<file path="config.mk">
export PLATFORM = sky130hd
export DESIGN_NAME = ft12_frame_receiver_flat
export DESIGN_NICKNAME = d
export VERILOG_FILES = /design/src/ft12_pkg.sv /design/src/ft12_rx_if.sv /design/src/ft12_frame_if.sv /design/src/ft12_frame_receiver.sv /design/src/ft12_input_stage.sv /design/src/ft12_parser.sv /design/src/ft12_output_stage.sv /design/src/flat_wrapper.sv
export SDC_FILE = /design/constraint.sdc
export NUM_CORES = 1
export LEC_CHECK = 0
export BUFFER_PORTS_ARGS = -buffer_cell sky130_fd_sc_hd__buf_2
export CORE_MARGIN = 4
export CORE_UTILIZATION = 58
export DETAILED_ROUTE_END_ITERATION = 8
export PLACE_DENSITY_LB_ADDON = 0.12
export REMOVE_ABC_BUFFERS = 1
export SLEW_MARGIN = 0
export SYNTH_ARGS = -nofsm -noshare
export SYNTH_HDL_FRONTEND = slang
export SYNTH_SLANG_ARGS = --single-unit
</file>
<file path="constraint.sdc">
create_clock -name clk -period 4.4 [get_ports clk]
set_input_delay 0.44 -clock clk [delete_from_list [all_inputs] [get_ports clk]]
set_output_delay 0.44 -clock clk [all_outputs]
set_load 0.01 [all_outputs]
</file>
<file path="src/ft12_pkg.sv">
// Shared constants and types for the FT1.2 frame receiver.
package ft12_pkg;

    localparam logic [7:0] START_FIXED = 8'h10;
    localparam logic [7:0] START_VAR   = 8'h68;
    localparam logic [7:0] END_BYTE    = 8'h16;
    localparam logic [8:0] VAR_EXTRA   = 9'd6;

    localparam int IndexWidth = 9;

    localparam logic [2:0] ST_OK       = 3'd0;
    localparam logic [2:0] ST_HEADER   = 3'd1;
    localparam logic [2:0] ST_ADDRESS  = 3'd2;
    localparam logic [2:0] ST_BAD_END  = 3'd3;
    localparam logic [2:0] ST_CHECKSUM = 3'd4;

    localparam logic KIND_FIXED = 1'b0;
    localparam logic KIND_VAR   = 1'b1;

    typedef struct packed {
        logic [7:0]            frame_byte;
        logic [IndexWidth-1:0] byte_index;
        logic                  frame_last;
        logic                  frame_kind;
        logic [2:0]            frame_status;
    } result_t;

endpackage

</file>
<file path="src/ft12_rx_if.sv">
// Channel that carries received serial bytes.
interface ft12_rx_if;
    logic       valid;
    logic       ready;
    logic [7:0] rx_byte;

    modport source (output valid, output rx_byte, input ready);
    modport sink (input valid, input rx_byte, output ready);
endinterface

</file>
<file path="src/ft12_frame_if.sv">
// Channel that carries frame bytes with index, end mark and status.
interface ft12_frame_if;
    logic                             valid;
    logic                             ready;
    logic [7:0]                       frame_byte;
    logic [ft12_pkg::IndexWidth-1:0]  byte_index;
    logic                             frame_last;
    logic                             frame_kind;
    logic [2:0]                       frame_status;

    modport source (output valid, output frame_byte, output byte_index, output frame_last,
                    output frame_kind, output frame_status, input ready);
    modport sink (input valid, input frame_byte, input byte_index, input frame_last,
                  input frame_kind, input frame_status, output ready);
endinterface

</file>
<file path="src/ft12_frame_receiver.sv">
// Top level of the FT1.2 frame receiver.
// A byte passes through the input register, then the result register, to the frame channel.
// Throughput: one byte per cycle; the input register empties whenever the result
// register is empty or being transferred in the same cycle.
// Bytes dropped while hunting leave no result but still pass through the input register.
// Reset (rst_n low, asynchronous) empties both registers, returns to hunting and
// clears the station address to zero.
module ft12_frame_receiver (
    input  logic                clk,
    input  logic                rst_n,
    input  logic                cfg_we,
    input  logic [7:0]          cfg_wdata,
    ft12_rx_if.sink             rx,
    ft12_frame_if.source        frame
);

    logic              held_valid;
    logic [7:0]        held_byte;
    logic              advance;
    logic              res_valid;
    ft12_pkg::result_t res;
    logic              out_valid;
    ft12_pkg::result_t out_data;

    // move the held byte on when the result register is free or emptying
    assign advance = held_valid && (!out_valid || frame.ready);

    ft12_input_stage u_input (
        .clk        (clk),
        .rst_n      (rst_n),
        .in_valid   (rx.valid),
        .in_byte    (rx.rx_byte),
        .in_ready   (rx.ready),
        .advance    (advance),
        .held_valid (held_valid),
        .held_byte  (held_byte)
    );

    ft12_parser u_parser (
        .clk       (clk),
        .rst_n     (rst_n),
        .cfg_we    (cfg_we),
        .cfg_wdata (cfg_wdata),
        .step      (advance),
        .rx_byte   (held_byte),
        .res_valid (res_valid),
        .res       (res)
    );

    ft12_output_stage u_output (
        .clk        (clk),
        .rst_n      (rst_n),
        .load       (advance),
        .load_valid (res_valid),
        .load_data  (res),
        .out_ready  (frame.ready),
        .out_valid  (out_valid),
        .out_data   (out_data)
    );

    assign frame.valid        = out_valid;
    assign frame.frame_byte   = out_data.frame_byte;
    assign frame.byte_index   = out_data.byte_index;
    assign frame.frame_last   = out_data.frame_last;
    assign frame.frame_kind   = out_data.frame_kind;
    assign frame.frame_status = out_data.frame_status;

endmodule

</file>
<file path="src/ft12_input_stage.sv">
// Input register that captures one received byte.
module ft12_input_stage (
    input  logic       clk,
    input  logic       rst_n,
    input  logic       in_valid,
    input  logic [7:0] in_byte,
    output logic       in_ready,
    input  logic       advance,
    output logic       held_valid,
    output logic [7:0] held_byte
);

    logic       valid_reg;
    logic       valid_next;
    logic [7:0] byte_reg;
    logic       take;

    assign in_ready = !valid_reg || advance;
    assign take     = in_valid && in_ready;

    always_comb
    begin
        valid_next = valid_reg;
        if (take)
        begin
            valid_next = 1'b1;
        end
        else if (advance)
        begin
            valid_next = 1'b0;
        end
    end

    always_ff @(posedge clk or negedge rst_n)
    begin
        if (!rst_n)
        begin
            valid_reg <= 1'b0;
        end
        else
        begin
            valid_reg <= valid_next;
        end
    end

    always_ff @(posedge clk)
    begin
        if (take)
        begin
            byte_reg <= in_byte;
        end
    end

    assign held_valid = valid_reg;
    assign held_byte  = byte_reg;

endmodule

</file>
<file path="src/ft12_parser.sv">
// Frame parser: hunt state, position, length and checksum tracking per byte.
module ft12_parser (
    input  logic              clk,
    input  logic              rst_n,
    input  logic              cfg_we,
    input  logic [7:0]        cfg_wdata,
    input  logic              step,
    input  logic [7:0]        rx_byte,
    output logic              res_valid,
    output ft12_pkg::result_t res
);

    typedef enum logic [1:0] {
        PH_HUNT,
        PH_FIXED,
        PH_VAR
    } phase_t;

    phase_t     phase_reg;
    phase_t     phase_next;
    logic [ft12_pkg::IndexWidth-1:0] position_reg;
    logic [ft12_pkg::IndexWidth-1:0] position_next;
    logic [7:0] length_reg;
    logic [7:0] length_next;
    logic [7:0] sum_reg;
    logic [7:0] sum_next;
    logic       kind_reg;
    logic       kind_next;
    logic       mismatch_reg;
    logic       mismatch_next;
    logic [7:0] station_reg;
    logic [7:0] station_next;
    logic       last;
    logic [2:0] status;
    logic [9:0] pos_wide;
    logic [9:0] sum_end;
    logic       is_start;
    logic [2:0] end_status;

    assign pos_wide   = {1'b0, position_reg};
    assign sum_end    = {2'b00, length_reg} + 10'd3;
    assign is_start   = (rx_byte == ft12_pkg::START_FIXED) || (rx_byte == ft12_pkg::START_VAR);
    assign end_status = (rx_byte != ft12_pkg::END_BYTE) ? ft12_pkg::ST_BAD_END :
                        (mismatch_reg ? ft12_pkg::ST_CHECKSUM : ft12_pkg::ST_OK);
    assign station_next = cfg_we ? cfg_wdata : station_reg;

    always_comb
    begin
        phase_next    = phase_reg;
        position_next = position_reg + 9'd1;
        length_next   = length_reg;
        sum_next      = sum_reg;
        kind_next     = kind_reg;
        mismatch_next = mismatch_reg;
        last          = 1'b0;
        status        = ft12_pkg::ST_OK;
        res_valid     = 1'b1;

        case (phase_reg)
            PH_HUNT:
            begin
                res_valid     = is_start;
                position_next = '0;
                if (is_start)
                begin
                    kind_next     = (rx_byte == ft12_pkg::START_VAR);
                    phase_next    = kind_next ? PH_VAR : PH_FIXED;
                    position_next = {{(ft12_pkg::IndexWidth-1){1'b0}}, 1'b1};
                    length_next   = '0;
                    sum_next      = '0;
                    mismatch_next = 1'b0;
                end
            end
            PH_FIXED:
            begin
                if (position_reg == 9'd1 || position_reg == 9'd2)
                begin
                    sum_next = sum_reg + rx_byte;
                end
                else if (position_reg == 9'd3)
                begin
                    mismatch_next = (rx_byte != sum_reg);
                end
                else
                begin
                    last   = 1'b1;
                    status = end_status;
                end
            end
            PH_VAR:
            begin
                if (position_reg == 9'd1)
                begin
                    length_next = rx_byte;
                    if (rx_byte < 8'd2)
                    begin
                        last   = 1'b1;
                        status = ft12_pkg::ST_HEADER;
                    end
                end
                else if (position_reg == 9'd2)
                begin
                    if (rx_byte != length_reg)
                    begin
                        last   = 1'b1;
                        status = ft12_pkg::ST_HEADER;
                    end
                end
                else if (position_reg == 9'd3)
                begin
                    if (rx_byte != ft12_pkg::START_VAR)
                    begin
                        last   = 1'b1;
                        status = ft12_pkg::ST_HEADER;
                    end
                end
                else if (pos_wide <= sum_end)
                begin
                    sum_next = sum_reg + rx_byte;
                    if (position_reg == 9'd5 && rx_byte != station_reg)
                    begin
                        last   = 1'b1;
                        status = ft12_pkg::ST_ADDRESS;
                    end
                end
                else if (pos_wide == sum_end + 10'd1)
                begin
                    mismatch_next = (rx_byte != sum_reg);
                end
                else
                begin
                    last   = 1'b1;
                    status = end_status;
                end
            end
            default:
            begin
                res_valid     = 1'b0;
                phase_next    = PH_HUNT;
                position_next = '0;
            end
        endcase

        // drop back to hunting after the closing byte of a frame
        if (last)
        begin
            phase_next    = PH_HUNT;
            position_next = '0;
            length_next   = '0;
            sum_next      = '0;
            kind_next     = 1'b0;
            mismatch_next = 1'b0;
        end

        res.frame_byte   = rx_byte;
        res.byte_index   = (phase_reg == PH_HUNT) ? '0 : position_reg;
        res.frame_last   = last;
        res.frame_kind   = (phase_reg == PH_HUNT) ? (rx_byte == ft12_pkg::START_VAR) : kind_reg;
        res.frame_status = status;
    end

    always_ff @(posedge clk or negedge rst_n)
    begin
        if (!rst_n)
        begin
            phase_reg    <= PH_HUNT;
            position_reg <= '0;
            length_reg   <= '0;
            sum_reg      <= '0;
            kind_reg     <= ft12_pkg::KIND_FIXED;
            mismatch_reg <= 1'b0;
            station_reg  <= '0;
        end
        else
        begin
            station_reg <= station_next;
            if (step)
            begin
                phase_reg    <= phase_next;
                position_reg <= position_next;
                length_reg   <= length_next;
                sum_reg      <= sum_next;
                kind_reg     <= kind_next;
                mismatch_reg <= mismatch_next;
            end
        end
    end

endmodule

</file>
<file path="src/ft12_output_stage.sv">
// Result register that holds one frame byte until it is transferred.
module ft12_output_stage (
    input  logic              clk,
    input  logic              rst_n,
    input  logic              load,
    input  logic              load_valid,
    input  ft12_pkg::result_t load_data,
    input  logic              out_ready,
    output logic              out_valid,
    output ft12_pkg::result_t out_data
);

    logic              valid_reg;
    logic              valid_next;
    ft12_pkg::result_t data_reg;

    always_comb
    begin
        valid_next = valid_reg;
        if (load)
        begin
            valid_next = load_valid;
        end
        else if (out_ready)
        begin
            valid_next = 1'b0;
        end
    end

    always_ff @(posedge clk or negedge rst_n)
    begin
        if (!rst_n)
        begin
            valid_reg <= 1'b0;
        end
        else
        begin
            valid_reg <= valid_next;
        end
    end

    always_ff @(posedge clk)
    begin
        if (load && load_valid)
        begin
            data_reg <= load_data;
        end
    end

    assign out_valid = valid_reg;
    assign out_data  = data_reg;

endmodule

</file>
<file path="src/flat_wrapper.sv">
// flat-port wrapper written by rule: the top's interface ports become plain ports
module ft12_frame_receiver_flat 
  (clk, rst_n, cfg_we, cfg_wdata, rx_valid, rx_rx_byte, rx_ready, frame_valid, frame_frame_byte, frame_byte_index, frame_frame_last, frame_frame_kind, frame_frame_status, frame_ready);
  ft12_rx_if rx_i ();
  ft12_frame_if frame_i ();
  input  logic clk;
  input  logic rst_n;
  input  logic cfg_we;
  input  logic [7:0] cfg_wdata;
  input wire logic [$bits(rx_i.valid)-1:0] rx_valid;
  input wire logic [$bits(rx_i.rx_byte)-1:0] rx_rx_byte;
  output wire logic [$bits(rx_i.ready)-1:0] rx_ready;
  output wire logic [$bits(frame_i.valid)-1:0] frame_valid;
  output wire logic [$bits(frame_i.frame_byte)-1:0] frame_frame_byte;
  output wire logic [$bits(frame_i.byte_index)-1:0] frame_byte_index;
  output wire logic [$bits(frame_i.frame_last)-1:0] frame_frame_last;
  output wire logic [$bits(frame_i.frame_kind)-1:0] frame_frame_kind;
  output wire logic [$bits(frame_i.frame_status)-1:0] frame_frame_status;
  input wire logic [$bits(frame_i.ready)-1:0] frame_ready;
  assign rx_i.valid = rx_valid;
  assign rx_i.rx_byte = rx_rx_byte;
  assign rx_ready = rx_i.ready;
  assign frame_valid = frame_i.valid;
  assign frame_frame_byte = frame_i.frame_byte;
  assign frame_byte_index = frame_i.byte_index;
  assign frame_frame_last = frame_i.frame_last;
  assign frame_frame_kind = frame_i.frame_kind;
  assign frame_frame_status = frame_i.frame_status;
  assign frame_i.ready = frame_ready;
  ft12_frame_receiver u_core (.clk(clk), .rst_n(rst_n), .cfg_we(cfg_we), .cfg_wdata(cfg_wdata), .rx(rx_i), .frame(frame_i));
endmodule
</file>
==> run_results.csv <==
group,metric,value,unit
yosys,yosys-top-cells-area,"dfrtp_1 22%, edfxtp_1 21%, ha_1 6.9%",
yosys,synth_common_cells,"39 x dfrtp_1, 30 x edfxtp_1, 29 x inv_1, 24 x ha_1, 23 x o21ai_0",
worst_setup_path,worstPathMaxFanout,13,
clocking,cts.reportedPaths.clkPinSlew,80,ps
yosys,yosysMostFrequentCell,"dfrtp_1",
sta,fin_crit,3960,ps
global_route,grt.total_usage,22.3,%
power_and_ir_drop,p_leak,2.06,nW
yosys,ys.warnings.count,0,
detailed_routing,postRouteAntennaNets,0,
sta,post-route-period-util,90.0,%
yosys,seq_area_frac_synth,43.3,%
worst_setup_path,worstPathCellList,"inv_1, ha_1, nand2b_4, or3_4, and2_1, ha_1, a21o_1, a21oi_1, o2111ai_1, nand2_1, a41oi_1, a211oi_4, nand2b_1, a31oi_1",
sta,rsz0062_at_grt,"no",
finish,fillers,592,
worst_setup_path,crit_top_cell,"ha_1",
run,cap_violations,0,
finish,layout.nets,511,
clocking,htreeDepth,3,
detailed_routing,drt-total-wl,9490,µm
finish,drive_gt1_share,17.4,%
floorplan,die_y,94.5,µm
place,place_congestion,0.920,
worst_setup_path,arrival,4220,ps
sta,setup_viol_count_final,0,
sta,setup_tns,0,ps
place,io_buffers,44,
yosys,synthArstFlopShare,56.5,%
worst_hold_path,holdCritPathClass,"in -> async",
yosys,synth-edff-count,30,
clocking,cts_setup_buffers,0,
detailed_routing,route.vias.total,3366,
global_route,antenna_found_initial,0,
worst_setup_path,critPathSlowestCell,"a211oi_4",
clocking,cts_tree,"built",
yosys,synth_top_cell_area_share,22.5,%
clocking,clk_path_buf_depth,2,
clocking,cts_sinks,69,
power_and_ir_drop,vdd_drop_max,0.270,mV
global_route,overflow,0,
sta,slew_headroom,38.8,%
yosys,netlist_instances,429,
power_and_ir_drop,p_per_area,475,nW/µm²
sta,finalClockSkew,8.73,ps
yosys,yosys.area.top_type,"dfrtp_1",
floorplan,rows,31,
clocking,clk_latency,340,ps
sta,worst_pin_slew,918,ps
global_route,grt_first_pass_wirelength,15500,µm
worst_setup_path,start_kind,"register",
yosys,ys_types,58,
global_route,grt_pass1_vias,3240,
floorplan,core-area,7250,µm²
yosys,synth_ff_type,"dfrtp_1",
sta,finalHoldViolations,0,
detailed_routing,dr.pass1.iters,4,
finish,area_growth,11.3,%
clocking,hold_buffers,0,
clocking,numCtsBuffers,9,
yosys,syn_area_per_cell,10.1,µm²
finish,diodes,0,
global_route,grt_max_degree,40,
detailed_routing,wl_per_cell,16.7,µm
floorplan,ios,45,
floorplan,dieArea,8930,µm²
worst_setup_path,endpoint_kind,"register",
worst_setup_path,max_stage_delay,610,ps
sta,max_freq,253,MHz
detailed_routing,via_per_inst,5.92,
finish,largest_register_ffs,22,
detailed_routing,drc,0,
worst_setup_path,crit_type,"reg -> reg",
worst_setup_path,critical_path_required,4660,ps
finish,final_util,66.6,%
detailed_routing,drt_iter0_drc,270,
sta,drv_slew,0,
run_status,status,"complete, no violations",
clocking,cts_resized,0,
yosys,ys_ff_latch,69,
place,hpwlAfterDp,6880,µm
floorplan,start_util,59.8,%
yosys,synth_area,4340,µm²
clocking,cts-root-buf,"clkbuf_8",
floorplan,die_w,94.5,µm
-- path summary, 6_finish.rpt --
kind / from / to / slack (ps) / depth (start not counted)
max in group asynchronous: rst_n / u_core.u_parser.station_reg[3] / 3600 / 1
min: rst_n / u_core.u_parser.phase_reg[1] / 220 / 1
max reg2reg: u_core.u_parser.length_reg[0] / u_core.u_parser.position_reg[3] / 440 / 14
max: u_core.u_parser.length_reg[0] / u_core.u_parser.position_reg[3] / 440 / 14
min in group clk: rx_rx_byte[7] / u_core.u_input.held_byte[7] / 270 / 1
min reg2reg: u_core.u_parser.station_reg[3] / u_core.u_parser.station_reg[3] / 540 / 1
-- worst max-delay path, delay by kind of cell (launching register included) --
family	cells	cell delay, ps
flip-flops	1	560
adder cells (fa/ha/maj)	2	500
buffers and inverters	1	130
AO/OA/AOI/OAI	6	1670
AND/OR/NAND/NOR	5	1020
-- layer usage --
metal | wire length (µm) | track usage (%)
met4 | 157 | 9.01
met1 | 4300 | 29.5
met2 | 4400 | 36.1
met3 | 624 | 4.38
met5 | 0 | 0
-- cell type report --
cell class                 instances  area (µm²)  share of cell area, %
tap                               99         124                   2.57
multi-input combinational        310        2250                   46.5
clock buffer                       9         124                   2.57
timing repair buffer              46         235                   4.87
clock inverter                     7         114                   2.36
inverter                          29         109                   2.25
sequential                        69        1880                   38.9
-- per-stage QoR --
step	cell area, µm²	total power [mW]	std cells	hold slack, ps	setup slack [ps]
2_1_floorplan	4230	1.45	408	144	914
3_3_place_gp	4590	1.66	553	512	626
3_5_place_dp	4590	1.68	553	523	493
4_1_cts	4830	2.30	569	261	475
5_1_grt	4830	2.44	569	259	148
6_report	4830	2.30	569	223	441
-- kinds of logic (layout without fill, tap and decap cells) --
group                      Yosys count  after routing  share of synthesized area, %
muxes                                9              9                          2.34
adders and majority gates           25             25                          7.38
buffers and inverters               50             91                          4.96
AOI/OAI and AO/OA                   97             97                          15.9
and+or+nand+nor                    137            137                          17.5
DFF                                 69             69                          43.3
xor gates and xnor gates            42             42                          8.65
-- cells in the final DEF, fill, tap and decap left out, types with 21 or more instances in the layout --
cell type,instances
edfxtp_1,30
buf_2,44
dfrtp_1,39
o21ai_0,23
xnor2_1,21
a21oi_1,22
ha_1,24
nor2_1,21
inv_1,29
-- power breakdown --
group / switching, mW / internal, mW / leakage, nW
registers: 0.0912 / 0.790 / 0.796
logic: 0.497 / 0.296 / 1.14
clock network: 0.247 / 0.374 / 0.123
total: 0.835 / 1.46 / 2.06
Power figures use the tool's default switching activity.
